**config.mk**
```make
export PLATFORM = sky130hd
export DESIGN_NAME = intel_hex_record_word_extractor
export DESIGN_NICKNAME = d
export VERILOG_FILES = /design/src/hw/rtl/ihex_pkg.sv /design/src/hw/rtl/ihex_core.sv /design/src/hw/rtl/intel_hex_record_word_extractor.sv
export SDC_FILE = /design/constraint.sdc
export NUM_CORES = 1
export LEC_CHECK = 0
export BUFFER_PORTS_ARGS = -buffer_cell sky130_fd_sc_hd__buf_2
export CAP_MARGIN = 0
export CORE_MARGIN = 4
export CORE_UTILIZATION = 55
export DETAILED_ROUTE_END_ITERATION = 12
export PLACE_DENSITY = 0.77
export RECOVER_POWER = 25
export SLEW_MARGIN = 15
export SYNTH_ARGS = -nofsm -noshare
export SYNTH_HDL_FRONTEND = slang
export SYNTH_SLANG_ARGS = --single-unit
```
**constraint.sdc**
```tcl
create_clock -name aclk -period 3.5 [get_ports aclk]
set_input_delay 0.35 -clock aclk [delete_from_list [all_inputs] [get_ports aclk]]
set_output_delay 0.35 -clock aclk [all_outputs]
set_load 0.03 [all_outputs]
```
**src/hw/rtl/ihex_pkg.sv**
```systemverilog
// ----------------------------------------------------------------------------
// ihex_pkg
// Shared types, constants and the nibble decoder for the hex record word
// extractor.
// ----------------------------------------------------------------------------
package ihex_pkg;

    // ring entry kinds
    localparam logic [1:0] KIND_LENGTH  = 2'd0;
    localparam logic [1:0] KIND_ADDRESS = 2'd1;
    localparam logic [1:0] KIND_DATA    = 2'd2;

    localparam logic [7:0] CHAR_COLON = 8'h3A;

    localparam int         POS_W        = 10;
    localparam logic [9:0] POS_MAX      = 10'd1023;
    localparam logic [9:0] HEADER_CHARS = 10'd9;

    localparam int TDATA_W = 40;
    localparam int TUSER_W = 2;

    typedef struct packed {
        logic        write_enable;
        logic [1:0]  write_kind;
        logic [5:0]  write_slot;
        logic [15:0] write_value;
        logic [15:0] word_count;
    } ihex_result_t;

    // uppercase hex digits only, anything else reads as zero
    function automatic logic [3:0] decode_nibble(input logic [7:0] c);
        logic [7:0] d;
        d = 8'd0;
        if (c inside {[8'h30:8'h39]}) begin
            d = c - 8'h30;
        end else if (c inside {[8'h41:8'h46]}) begin
            d = c - 8'h37;
        end
        return d[3:0];
    endfunction

endpackage

```
**src/hw/rtl/ihex_core.sv**
```systemverilog
// ----------------------------------------------------------------------------
// ihex_core
// Record state registers and the single-pass step logic: one character in,
// one ring entry result out.
// ----------------------------------------------------------------------------
module ihex_core #(
    parameter int RING_DEPTH = 64
) (
    input  logic                  aclk,
    input  logic                  aresetn,
    input  logic                  step_en,
    input  logic [7:0]            in_char,
    output ihex_pkg::ihex_result_t result
);

    localparam int PTR_W = (RING_DEPTH > 1) ? $clog2(RING_DEPTH) : 1;
    localparam logic [PTR_W-1:0] PTR_LAST = PTR_W'(RING_DEPTH - 1);

    logic [9:0]       char_position_reg, char_position_next;
    logic [9:0]       line_length_reg, line_length_next;
    logic [15:0]      low_acc_reg, low_acc_next;
    logic [15:0]      high_acc_reg, high_acc_next;
    logic [PTR_W-1:0] ring_ptr_reg, ring_ptr_next;
    logic [15:0]      data_words_reg, data_words_next;

    logic [9:0]  pos;
    logic [3:0]  nib;
    logic [15:0] nib16;
    logic [15:0] low_sum;
    logic [15:0] high_new;
    logic        take;
    logic [1:0]  kind;
    logic [15:0] value;
    logic [31:0] slot_wide;

    always_comb begin
        nib   = ihex_pkg::decode_nibble(in_char);
        nib16 = {12'd0, nib};
        pos   = (in_char == ihex_pkg::CHAR_COLON) ? 10'd0 : char_position_reg;

        line_length_next = line_length_reg;
        low_acc_next     = low_acc_reg;
        high_acc_next    = high_acc_reg;
        data_words_next  = data_words_reg;
        take             = 1'b0;
        kind             = ihex_pkg::KIND_LENGTH;
        value            = 16'd0;
        low_sum          = low_acc_reg + nib16;
        high_new         = {high_acc_reg[7:0] + {4'd0, nib}, 8'd0};

        // header fields
        case (pos)
            10'd1, 10'd3: begin
                low_acc_next = {8'd0, nib, 4'd0};
            end
            10'd2: begin
                low_acc_next     = low_sum;
                line_length_next = ihex_pkg::HEADER_CHARS + {1'b0, low_sum[7:0], 1'b0};
                take             = 1'b1;
                kind             = ihex_pkg::KIND_LENGTH;
                value            = low_sum;
            end
            10'd4: begin
                low_acc_next = {low_sum[7:0], 8'd0};
            end
            10'd5: begin
                low_acc_next = low_acc_reg + {8'd0, nib, 4'd0};
            end
            10'd6: begin
                low_acc_next = low_sum;
                take         = 1'b1;
                kind         = ihex_pkg::KIND_ADDRESS;
                value        = low_sum;
            end
            default: begin
            end
        endcase

        // data byte pairs, checksum falls past line_length
        if (pos > 10'd8 && pos < line_length_reg) begin
            case (pos[1:0])
                2'd1: begin
                    low_acc_next = {8'd0, nib, 4'd0};
                end
                2'd2: begin
                    low_acc_next = low_sum;
                end
                2'd3: begin
                    high_acc_next = {8'd0, nib, 4'd0};
                end
                default: begin
                    high_acc_next   = high_new;
                    low_acc_next    = low_acc_reg + high_new;
                    data_words_next = data_words_reg + 16'd1;
                    take            = 1'b1;
                    kind            = ihex_pkg::KIND_DATA;
                    value           = low_acc_reg + high_new;
                end
            endcase
        end

        char_position_next = (pos < ihex_pkg::POS_MAX) ? pos + 10'd1 : pos;

        ring_ptr_next = ring_ptr_reg;
        if (take) begin
            ring_ptr_next = (ring_ptr_reg == PTR_LAST) ? '0 : ring_ptr_reg + PTR_W'(1);
        end
    end

    always_comb begin
        slot_wide            = 32'(ring_ptr_reg);
        result.write_enable  = take;
        result.write_kind    = take ? kind : ihex_pkg::KIND_LENGTH;
        result.write_slot    = take ? slot_wide[5:0] : 6'd0;
        result.write_value   = take ? value : 16'd0;
        result.word_count    = data_words_next;
    end

    always_ff @(posedge aclk) begin
        if (!aresetn) begin
            char_position_reg <= ihex_pkg::POS_MAX;
            line_length_reg   <= 10'd0;
            low_acc_reg       <= 16'd0;
            high_acc_reg      <= 16'd0;
            ring_ptr_reg      <= '0;
            data_words_reg    <= 16'd0;
        end else if (step_en) begin
            char_position_reg <= char_position_next;
            line_length_reg   <= line_length_next;
            low_acc_reg       <= low_acc_next;
            high_acc_reg      <= high_acc_next;
            ring_ptr_reg      <= ring_ptr_next;
            data_words_reg    <= data_words_next;
        end
    end

endmodule

```
**src/hw/rtl/intel_hex_record_word_extractor.sv**
```systemverilog
// A character taken into the input register steps through the core into the result register.
// Throughput: one character per cycle unless m_tready stalls the output, set by the
// single-pass step logic between the input register and the result register.
// Reset: synchronous active-low aresetn empties both registers and sets the
// record state to idle until the first colon.
// ----------------------------------------------------------------------------
// intel_hex_record_word_extractor
// Input register, step core and result register for the hex record word
// extractor stream.
// ----------------------------------------------------------------------------
module intel_hex_record_word_extractor #(
    parameter int RING_DEPTH = 64
) (
    input  logic                         aclk,
    input  logic                         aresetn,
    input  logic                         s_tvalid,
    output logic                         s_tready,
    input  logic [7:0]                   s_tdata,   // in_char
    output logic                         m_tvalid,
    input  logic                         m_tready,
    // write_enable, write_slot[6:1], write_value[22:7], word_count[38:23], zero pad
    output logic [ihex_pkg::TDATA_W-1:0] m_tdata,
    output logic [ihex_pkg::TUSER_W-1:0] m_tuser    // write_kind
);

    logic                   in_valid_reg;
    logic [7:0]             in_char_reg;
    logic                   out_valid_reg;
    ihex_pkg::ihex_result_t out_reg;
    ihex_pkg::ihex_result_t core_result;
    logic                   advance;

    assign advance  = in_valid_reg && (!out_valid_reg || m_tready);
    assign s_tready = !in_valid_reg || advance;

    ihex_core #(
        .RING_DEPTH(RING_DEPTH)
    ) u_core (
        .aclk    (aclk),
        .aresetn (aresetn),
        .step_en (advance),
        .in_char (in_char_reg),
        .result  (core_result)
    );

    always_ff @(posedge aclk) begin
        if (!aresetn) begin
            in_valid_reg  <= 1'b0;
            out_valid_reg <= 1'b0;
        end else begin
            if (s_tready) begin
                in_valid_reg <= s_tvalid;
            end
            if (advance) begin
                out_valid_reg <= 1'b1;
            end else if (m_tready) begin
                out_valid_reg <= 1'b0;
            end
        end
    end

    always_ff @(posedge aclk) begin
        if (s_tready && s_tvalid) begin
            in_char_reg <= s_tdata;
        end
        if (advance) begin
            out_reg <= core_result;
        end
    end

    assign m_tvalid = out_valid_reg;
    assign m_tdata  = {1'b0, out_reg.word_count, out_reg.write_value,
                       out_reg.write_slot, out_reg.write_enable};
    assign m_tuser  = out_reg.write_kind;

endmodule
```
==> results.ini, run 1 <==
[outcome]
status=complete, no violations

[grt]
grt_max_degree=39
grt_pass1_vias=6544
grt_overflow=0
grt_pass1_wl_um=32900
grt_util_all_layers_pct=28.6
grt_antenna_before_repair=0

[layout]
area_growth_pct=29.9
largest_reg_flops=39
diodes=0
fin_util_pct=72.8
drive_gt1_share_pct=28.0
final_cell_mix=buf_4 (99), dfxtp_1 (64), nand2_1 (62), nor2_1 (57), edfxtp_1 (49)
final_common_cell=buf_4
final_net_count=971

[sta]
max_freq_mhz=292
rsz0062_at_grt=yes
maxSlewHeadroom_pct=43.0
fin_crit_ns=3.43
finalHoldViolations=0
setup_tns_ns=0
setup_violations=0
worstMarginPinSlew_ns=0.854
final.period_utilization_pct=97.9
worst_slack_ns=0.0733
final.setup_skew_ns=0.0101
drv_slew=0

[power]
ir_drop_mv=0.530
cellPowerDensity_mw_per_mm2=470
power_w=0.00431
p_leak_nw=3.37

[setup_path]
r2r_slack_ns=0.07
crit-reg2reg-capture=u_core.low_acc_reg[1]
crit_fanout=8
reg2reg_depth=16
cp.arrival_ns=3.79
path_delay_family=compound AO/OA/AOI/OAI gates
cp_num_buf_inv=6
critPathCaptureType=register
path_cells=inv_2 > buf_4 > ha_4 > nand4b_1 > buf_6 > buf_4 > nand2_2 > inv_1 > ha_1 > o221ai_1 > a221o_1 > buf_6 > nand2_4 > o31ai_2 > a2111oi_4 > a22o_1
crit_path_max_incr_delay_ns=0.52
cp-start-kind=register
rr_startpoint=in_char_reg[0]
cp.required_ns=3.86
worst-setup-path-type=reg -> reg
cp_slowest_cell=a2111oi_4

[detailed_routing]
first_iter_violations=892
avgViaCountPerCell=6.26
dr.pass1.iters=5
vias=6907
antenna_left=0
wl_per_cell_um=19.4
totalWireLength_um=21400
drc=0

[clocking]
cts_buffers=17
cts_buffer_depth=2
htreeDepth=4
cts.sinks=113
postCtsHoldBufs=0
path_clk_slew_ns=0.05
root_buffer=clkbuf_16
cts_tree=yes
clk_latency_ns=0.43

[place]
place_ws_ns=-0.216
gp_congestion=0.987
numPortBuffers=54
dp_hpwl_um=14800

[floorplanning]
dieHeight_um=121
dieArea_mm2=0.0147
start_util_pct=56.1
rows=41
die_w_um=121
fp.coreArea_mm2=0.0126
design.portCount=56

[hold_path]
hold_depth=1
min_path_type=in -> reg
hold-path-endpoint=in_char_reg[7]
min-delay-start=s_tdata[7]

[logic_synthesis]
syn_nets=832
async_reset_ff_share_pct=0
postSynthRegisterBits=113
syn_area_per_cell_um2=9.04
syn_inst=780
ys_seq_area_share_pct=39.0
ys_warn_count=0
syn_area_mm2=0.00705
synth_edf_count=49
ys.flop_type=dfxtp_1
synth_cell_types=82

[job]
drv_cap=0

[synth_stat cells (all sizes together) (5+ instances only)]
library cell  number  area (um2)
a211oi             9        67.6
a21oi             49         245
a22o              12         105
a31oi             12        75.1
and2              21         133
and3              15        96.3
and4               5        45.0
buf               13        82.6
clkbuf            27         101
dfxtp             64        1280
edfxtp            49        1470
ha                37         463
inv               36         135
nand2             70         273
nand2b            11        68.8
nand3             29         145
nand4             15        93.8
nor2              59         224
nor3              21         128
nor4               5        46.3
o211ai             9        72.6
o21ai             43         215
o21bai             5        37.5
o221ai             6        52.6
o22ai             10        62.6
o31ai              9        72.6
or3                8        50.1
or4                5        41.3
xnor2             35         307
xor2              22         193
[per-stage QoR]
| stage | std cells | instance area (um2) | hold slack (ns) |
|---|---|---|---|
| finish | 1104 | 9160 | 0.100 |
| global route | 1104 | 9160 | 0.0973 |
| CTS | 1089 | 8720 | 0.0931 |
| detailed placement | 1046 | 8000 | 0.453 |
| global placement | 1046 | 8000 | 0.447 |
| floorplan | 780 | 7090 | 0.432 |
[power by group]
group | internal (W) | switching (W)
Clock | 0.000960 | 0.000614
Combinational | 0.000447 | 0.000718
Sequential | 0.00145 | 0.000117
[timing repair]
item / 4_1_cts / 5_1_grt
pin swaps: 16 / 35
setup endpoints to repair: 29 / 52
cloned: 0 / 0
hold endpoints to repair: 0 / 0
buffers inserted: 11 / 16
resized for setup: 25 / 74
[how the worst max path moves through the flow]
stage,startpoint,to,slack [ns],depth (start not counted)
6_report,in_char_reg[0],u_core.low_acc_reg[1],0.07,16
5_1_grt,in_char_reg[1],u_core.line_length_reg[8],-0.11,16
4_1_cts,in_char_reg[0],u_core.low_acc_reg[14],0.001,17
3_5_place_dp,in_char_reg[0],u_core.low_acc_reg[4],-0.22,16
3_3_place_gp,in_char_reg[0],m_tdata[22],-0.1,15
2_1_floorplan,in_char_reg[0],u_core.low_acc_reg[7],0.03,14
[final cells by class]
| type | instances | area (um2) |
|---|---|---|
| well taps | 172 | 215 |
| fillers | 922 | 3410 |
| flip-flops and latches | 113 | 2750 |
| repair buffers | 160 | 1050 |
| multi-input cells | 589 | 4450 |
| inverters | 38 | 148 |
| clock buffers | 23 | 479 |
| clock inverters | 9 | 57.6 |
[layer usage]
| layer | GRT usage (%) | wire, um | up-vias |
|---|---|---|---|
| met5 | 0 | 0 | - |
| met4 | 13.0 | 767 | 0 |
| met3 | 5.27 | 1700 | 71 |
| met2 | 46.8 | 10300 | 360 |
| met1 | 36.9 | 8610 | 3313 |
| li1 | - | - | 3163 |
[kinds of logic (layout without fill, tap and decap cells)]
group                    count (synthesis)  after routing  synth area share [%]
AO/OA/AOI/OAI                          209            209                  20.6
XOR/XNOR                                57             57                  7.08
adder cells (fa/ha/maj)                 40             40                  7.42
buffers and inverters                   78            230                  4.63
flip-flops                             113            113                  39.0
multiplexers                             4              4                 0.586
other                                    1              1                0.0532
AND/OR/NAND/NOR                        278            278                  20.6
(Power assumes the default switching activity.)
==> run 2: changes to the inputs <==
--- a/config.mk
+++ b/config.mk
@@ -8,9 +8,10 @@
 export BUFFER_PORTS_ARGS = -buffer_cell sky130_fd_sc_hd__buf_2
 export CAP_MARGIN = 0
 export CORE_MARGIN = 4
-export CORE_UTILIZATION = 55
+export CORE_UTILIZATION = 57
+export CTS_BUF_LIST = sky130_fd_sc_hd__clkbuf_4
 export DETAILED_ROUTE_END_ITERATION = 12
-export PLACE_DENSITY = 0.77
+export PLACE_DENSITY = 0.79
 export RECOVER_POWER = 25
 export SLEW_MARGIN = 15
 export SYNTH_ARGS = -nofsm -noshare
==> run 2 against run 1 <==
  * Clock skew up 0.0080 ns
  * Global-route usage up 1.0 points
  * Routed wire length up 0.53%
  * Maximum frequency down 1.5%
  * Via count up 0.83%
  * Combinational power up 7%
  * Final cell count up 0.18%
  * Clock power down 23%
  * Hold slack worse by 0.056 ns
  * Critical path type unchanged
==> results.ini, run 2 (same netlist as run 1, synthesis figures left out) <==
[outcome]
status=complete, no violations

[setup_path]
worst-setup-path-type=reg -> reg
cp_num_buf_inv=6  ; unchanged
cp.required_ns=3.80  ; -0.06 ns
critPathCaptureType=register
crit_path_max_incr_delay_ns=0.44  ; -0.08 ns
cp.arrival_ns=3.78  ; about the same
path_cells=inv_2 > ha_4 > or3b_4 > o2111a_2 > a21boi_2 > or2_4 > ha_4 > a211oi_2 > o21bai_1 > buf_4 > buf_6 > nand4_1 > buf_4 > buf_6 > nor2_4 > o32ai_4 > inv_1
crit_fanout=5  ; -3
path_delay_family=compound AO/OA/AOI/OAI gates
cp-start-kind=register
cp_slowest_cell=edfxtp_1

[sta]
setup_violations=0  ; unchanged
setup_tns_ns=0  ; unchanged
final.setup_skew_ns=0.0181  ; +0.00798 ns
worstMarginPinSlew_ns=1.11  ; +0.254 ns
maxSlewHeadroom_pct=26.1  ; -17 points
rsz0062_at_grt=yes
finalHoldViolations=0  ; unchanged
fin_crit_ns=3.48  ; +0.0532 ns
max_freq_mhz=287  ; -1.5%
final.period_utilization_pct=99.4  ; +1.5 points
drv_slew=0  ; unchanged

[detailed_routing]
avgViaCountPerCell=6.30  ; +0.64%
dr.pass1.iters=6  ; +1
drc=0  ; unchanged
vias=6964  ; +0.83%
totalWireLength_um=21500  ; +0.53%
antenna_left=0  ; unchanged
wl_per_cell_um=19.4  ; +0.35%
first_iter_violations=1029  ; +15%

[layout]
stdcell_count=1106  ; +0.18%
fillCellCount=821  ; -11%
fin_area_mm2=0.00914  ; -0.18%
fin_util_pct=75.8  ; +2.9 points
largest_reg_flops=39  ; unchanged
area_growth_pct=29.6
multiInputGateArea_mm2=0.00451  ; +1.4%
final_common_cell=buf_4
regArea_mm2=0.00275  ; unchanged
final_cell_mix=buf_4 (91), dfxtp_1 (64), nand2_1 (61), nor2_1 (52), edfxtp_1 (49)
diodes=0  ; unchanged
final_net_count=978  ; +0.72%
drive_gt1_share_pct=28.7  ; +0.67 points

[floorplanning]
die_w_um=119  ; -1.7%
start_util_pct=58.4  ; +2.4 points
dieHeight_um=119  ; -1.7%
design.portCount=56  ; unchanged
fp.coreArea_mm2=0.0121  ; -4.0%
rows=40  ; -2.4%
dieArea_mm2=0.0142  ; -3.3%

[clocking]
htreeDepth=4  ; unchanged
cts_tree=yes
cts_buffers=17  ; unchanged
cts_buffer_depth=2  ; unchanged
root_buffer=clkbuf_4
clk_latency_ns=0.54  ; +0.11 ns
path_clk_slew_ns=0.10  ; +0.05 ns
cts.sinks=113  ; unchanged

[grt]
grt_antenna_before_repair=0  ; unchanged
grt.busiest_layer=met2
grt_pass1_wl_um=33500  ; +1.9%
grt_use_met1_pct=36.0  ; -0.89 points
grt_pass1_vias=6790  ; +3.8%
use_met2_pct=48.8  ; +2.0 points
grt_overflow=0  ; unchanged
grt_util_all_layers_pct=29.6  ; +1.0 points
grt_max_degree=44  ; +13%
grt.met3_usage_pct=8.88  ; +3.6 points

[power]
power_w=0.00398  ; -7.6%
ir_drop_mv=0.460  ; -13%
cellPowerDensity_mw_per_mm2=435  ; -7.4%
p_leak_nw=3.45  ; +2.4%

[place]
dp_hpwl_um=14400  ; -2.1%
dp_cells=1044  ; -0.19%
gp_congestion=0.964  ; -2.3%
numPortBuffers=54  ; unchanged
place_area_mm2=0.00801  ; +0.13%

[job]
drv_cap=0  ; unchanged

[hold_path]
min_path_type=in -> reg

## run 2: cell types whose count changed in the layout (fill, tap and decap cells not counted), moves of 8 or more
cell / previous run / this run
clkbuf_1: 36 / 24
clkbuf_16: 18 / 0
clkbuf_4: 0 / 17
buf_6: 5 / 13
buf_4: 99 / 91
dlygate4sd3_1: 0 / 8
## run 2: final timing paths
kind,from,to,slack [ns],depth (start not counted)
worst max-delay path,in_char_reg[0],m_tdata[22],0.02,17
worst min-delay path,s_tvalid,in_valid_reg,0.04,3
worst max register to register,in_char_reg[0],m_tdata[22],0.02,17
worst min register to register,u_core.line_length_reg[1],u_core.line_length_reg[1],0.47,2
## run 2: tightest hold or removal path: cells and delay by family
| family | cells | cell delay (ns) |
|---|---|---|
| simple gates | 1 | 0.07 |
| buf+inv | 1 | 0.08 |
| compound gates | 1 | 0.03 |
## run 2: routing by layer
| metal | wire [um] | share of wire (%) | vias up |
|---|---|---|---|
| met5 | 0 | 0 | - |
| met4 | 866 | 4.0 | 0 |
| met3 | 1900 | 8.8 | 91 |
| met2 | 10300 | 48 | 385 |
| met1 | 8460 | 39 | 3316 |
| li1 | - | - | 3172 |
## run 2: area by class of cell
class                   count  area share, %
clock buffers              17           1.40
well taps                 168           2.30
inverters                  38           1.62
flip-flops and latches    113           30.1
clock inverters            14           2.40
repair buffers            167           12.8
multi-input cells         589           49.4
## run 2: power breakdown
| group | internal, W | switching [W] |
|---|---|---|
| registers | 0.00145 | 0.0000876 |
| clock network | 0.000694 | 0.000513 |
| logic | 0.000470 | 0.000765 |
## run 2: stage by stage
step	setup WS, ns	hold slack (ns)
after floorplan	0.0294	0.432
after global placement	-0.0917	0.445
after detailed placement	-0.163	0.453
after global routing	-0.173	0.0476
after CTS	-0.00237	0.0146
final	0.0201	0.0445
## run 2: repair_timing
item / 4_1_cts / 5_1_grt
pin swaps: 22 / 44
hold endpoints to repair: 8 / 0
hold buffers: 8 / 0
setup endpoints to repair: 42 / 48
gates resized for setup: 38 / 85
setup buffers: 10 / 14
cloned: 0 / 0
==> run 3: changes to the inputs <==
--- a/config.mk
+++ b/config.mk
@@ -16,4 +16,5 @@
 export SLEW_MARGIN = 15
 export SYNTH_ARGS = -nofsm -noshare
 export SYNTH_HDL_FRONTEND = slang
+export SYNTH_HIERARCHICAL = 1
 export SYNTH_SLANG_ARGS = --single-unit
==> run 3 against run 2 <==
  * Register-to-register slack hardly changed
  * Cell area up 0.33%
  * Global-route usage grew 0.71 points
  * Non-clock buffer count increased by 5
  * Largest power group unchanged
  * Sequential power about the same
  * Die area is essentially flat
  * Clock power down 25%
==> results.ini, run 3 <==
[outcome]
status=complete, no violations

[clocking]
root_buffer=clkbuf_4
htreeDepth=4  ; unchanged
cts_buffer_depth=2  ; unchanged
path_clk_slew_ns=0.12  ; +0.02 ns
cts_tree=yes
cts_buffers=17  ; unchanged
clk_latency_ns=0.56  ; +0.02 ns
cts.sinks=113  ; unchanged

[layout]
area_growth_pct=30.0
final_net_count=991  ; +1.3%
regArea_mm2=0.00275  ; unchanged
fin_util_pct=76.0  ; +0.25 points
final_common_cell=buf_4
diodes=0  ; unchanged
final_cell_mix=buf_4 (97), nand2_1 (73), dfxtp_1 (64), nor2_1 (51), edfxtp_1 (49)
stdcell_count=1120  ; +1.3%
drive_gt1_share_pct=30.8  ; +2.1 points
largest_reg_flops=39  ; unchanged
multiInputGateArea_mm2=0.00458  ; +1.6%
fillCellCount=841  ; +2.4%
fin_area_mm2=0.00917  ; +0.33%

[job]
drv_cap=0  ; unchanged

[detailed_routing]
vias=7000  ; +0.52%
drc=0  ; unchanged
totalWireLength_um=22500  ; +4.7%
dr.pass1.iters=5  ; -1
antenna_left=0  ; unchanged
avgViaCountPerCell=6.25  ; -0.74%
first_iter_violations=643  ; -38%
wl_per_cell_um=20.1  ; +3.4%

[hold_path]
min_path_type=in -> reg
min-delay-start=s_tvalid

[grt]
grt.met3_usage_pct=5.65  ; -3.2 points
grt_pass1_vias=6629  ; -2.4%
use_met2_pct=51.6  ; +2.8 points
grt_max_degree=49  ; +11%
grt_pass1_wl_um=34300  ; +2.5%
grt_antenna_before_repair=0  ; unchanged
grt_use_met1_pct=38.2  ; +2.2 points
grt_overflow=0  ; unchanged
grt.busiest_layer=met2
grt_util_all_layers_pct=30.3  ; +0.71 points

[power]
share_seq_of_total_power_pct=40.2  ; +1.6 points
power.switching_w=0.00150  ; +10%
p_int_w=0.00239  ; -8.6%
power_w=0.00389  ; -2.2%
p_leak_nw=3.49  ; +1.2%
clkPwrFrac_pct=23.5  ; -6.8 points
swShare_pct=38.6  ; +4.3 points
cellPowerDensity_mw_per_mm2=424  ; -2.5%
ir_drop_mv=0.372  ; -19%
p_comb_share_pct=36.3  ; +5.2 points

[logic_synthesis]
syn_area_mm2=0.00706  ; about the same
syn_area_per_cell_um2=8.94  ; -1.1%
synth_most_common_cell=nand2_1
async_reset_ff_share_pct=0  ; unchanged
synth_cell_types=91  ; +11%
postSynthRegisterBits=113  ; unchanged
ys_seq_area_share_pct=39.0  ; about the same
yosysTopAreaCellShare_pct=20.9  ; about the same
syn_nets=841  ; +1.1%
synthTopCellsByCount=nand2_1 (78), dfxtp_1 (64), nor2_1 (56)
synthTopCellsByArea=edfxtp_1 (21%), dfxtp_1 (18%), ha_1 (6.6%), nand2_1 (4.1%), xor2_1 (3.6%)
syn_inst=789  ; +1.2%
ys_warn_count=6  ; +6
synth_edf_count=49  ; unchanged
yosysTopAreaCell=edfxtp_1
ys.flop_type=dfxtp_1

[place]
place_area_mm2=0.00808  ; +0.87%
numPortBuffers=54  ; unchanged
dp_hpwl_um=15500  ; +7.5%
dp_cells=1060  ; +1.5%
gp_congestion=0.995  ; +3.2%

[setup_path]
cp.arrival_ns=3.91  ; +0.13 ns
worst-setup-path-type=reg -> reg
cp.required_ns=3.92  ; +0.12 ns
cp-start-kind=register
rr_startpoint=in_char_reg[0]
critPathCaptureType=register
crit_fanout=6  ; +1
crit_start=in_char_reg[0]

[floorplanning]
dieHeight_um=119  ; about the same
start_util_pct=58.5  ; about the same
rows=40  ; unchanged
fp.coreArea_mm2=0.0121  ; unchanged
dieArea_mm2=0.0142  ; about the same
die_w_um=119  ; about the same
design.portCount=56  ; unchanged

[sta]
finalHoldViolations=0  ; unchanged
fin_crit_ns=3.49  ; +0.0104 ns
final.setup_skew_ns=0.0166  ; -0.00145 ns
drv_slew=0  ; unchanged
worstMarginPinSlew_ns=0.807  ; -0.301 ns
max_freq_mhz=287  ; -0.30%
whs_ns=0.108  ; +0.0632 ns
setup_violations=0  ; unchanged
final.period_utilization_pct=99.7  ; +0.30 points
rsz0062_at_grt=yes
maxSlewHeadroom_pct=46.1  ; +20 points

[run 3: critical path: stages (launching register included)]
cell and delay, ns:
edfxtp_1 0.44, buf_6 0.15, ha_4 0.16, nor3b_4 0.20, nand4b_1 0.16, buf_4 0.15, o21ai_0 0.16, buf_4 0.23
ha_1 0.31, a21oi_1 0.38, a21oi_2 0.12, xor2_1 0.16, a22oi_1 0.20, a31oi_1 0.11, or4_1 0.41
[run 3: worst paths after layout]
path | end | slack, ns | cells past startpoint
worst max-delay path | u_core/low_acc_reg[10] | 0.01 | 14
worst min-delay path | in_valid_reg | 0.11 | 3
worst max register to register | u_core/low_acc_reg[10] | 0.01 | 14
worst min register to register | u_core/line_length_reg[6] | 0.47 | 2
[run 3: stage by stage]
stage / setup WS (ns) / TNS (ns)
after floorplan: -0.0106 / -0.0106
after global placement: -0.00412 / -0.00412
after detailed placement: -0.171 / -1.54
after CTS: -0.0177 / -0.0177
after global routing: -0.0960 / -0.683
final: 0.00971 / 0
[run 3: area by class of cell]
type	instances	share of cell area [%]
Clock buffer	17	1.39
Clock inverter	15	1.47
Inverter	42	1.75
Multi-Input combinational cell	593	50.0
Sequential cell	113	30.0
Tap cell	168	2.29
Timing Repair Buffer	172	13.1
[run 3: what timing repair did]
action | 4_1_cts | 5_1_grt
endpoints found under the hold margin | 8 | 0
buffers inserted | 4 | 17
gates resized for setup | 28 | 104
pin swaps | 5 | 52
hold buffers | 8 | 0
endpoints found under the setup margin | 33 | 73
[run 3: power by group through the flow]
| stage | clock (W) | combinational, W | sequential [W] |
|---|---|---|---|
| finish | 0.000913 | 0.00141 | 0.00157 |
| detailed placement | 0 | 0.00122 | 0.00158 |
| global route | 0.000989 | 0.00150 | 0.00158 |
| global placement | 0 | 0.00117 | 0.00158 |
| CTS | 0.000919 | 0.00124 | 0.00155 |
| floorplan | 0 | 0.000759 | 0.00158 |
[run 3: layer usage]
metal  vias to the layer above  part of all wire [%]
met5                         -                     0
met4                         0                   4.7
met3                       106                   7.8
met2                       377                    48
met1                      3328                    40
li1                       3189                     -
[run 3: kinds of logic after synthesis]
| group | share of synthesized area, % |
|---|---|
| and+or+nand+nor | 22.1 |
| AOI/OAI and AO/OA | 19.2 |
| DFF | 39.0 |
| buffers and inverters | 4.84 |
| xor gates and xnor gates | 6.95 |
| adders and majority gates | 7.41 |
| muxes | 0.443 |
| other | 0.0531 |
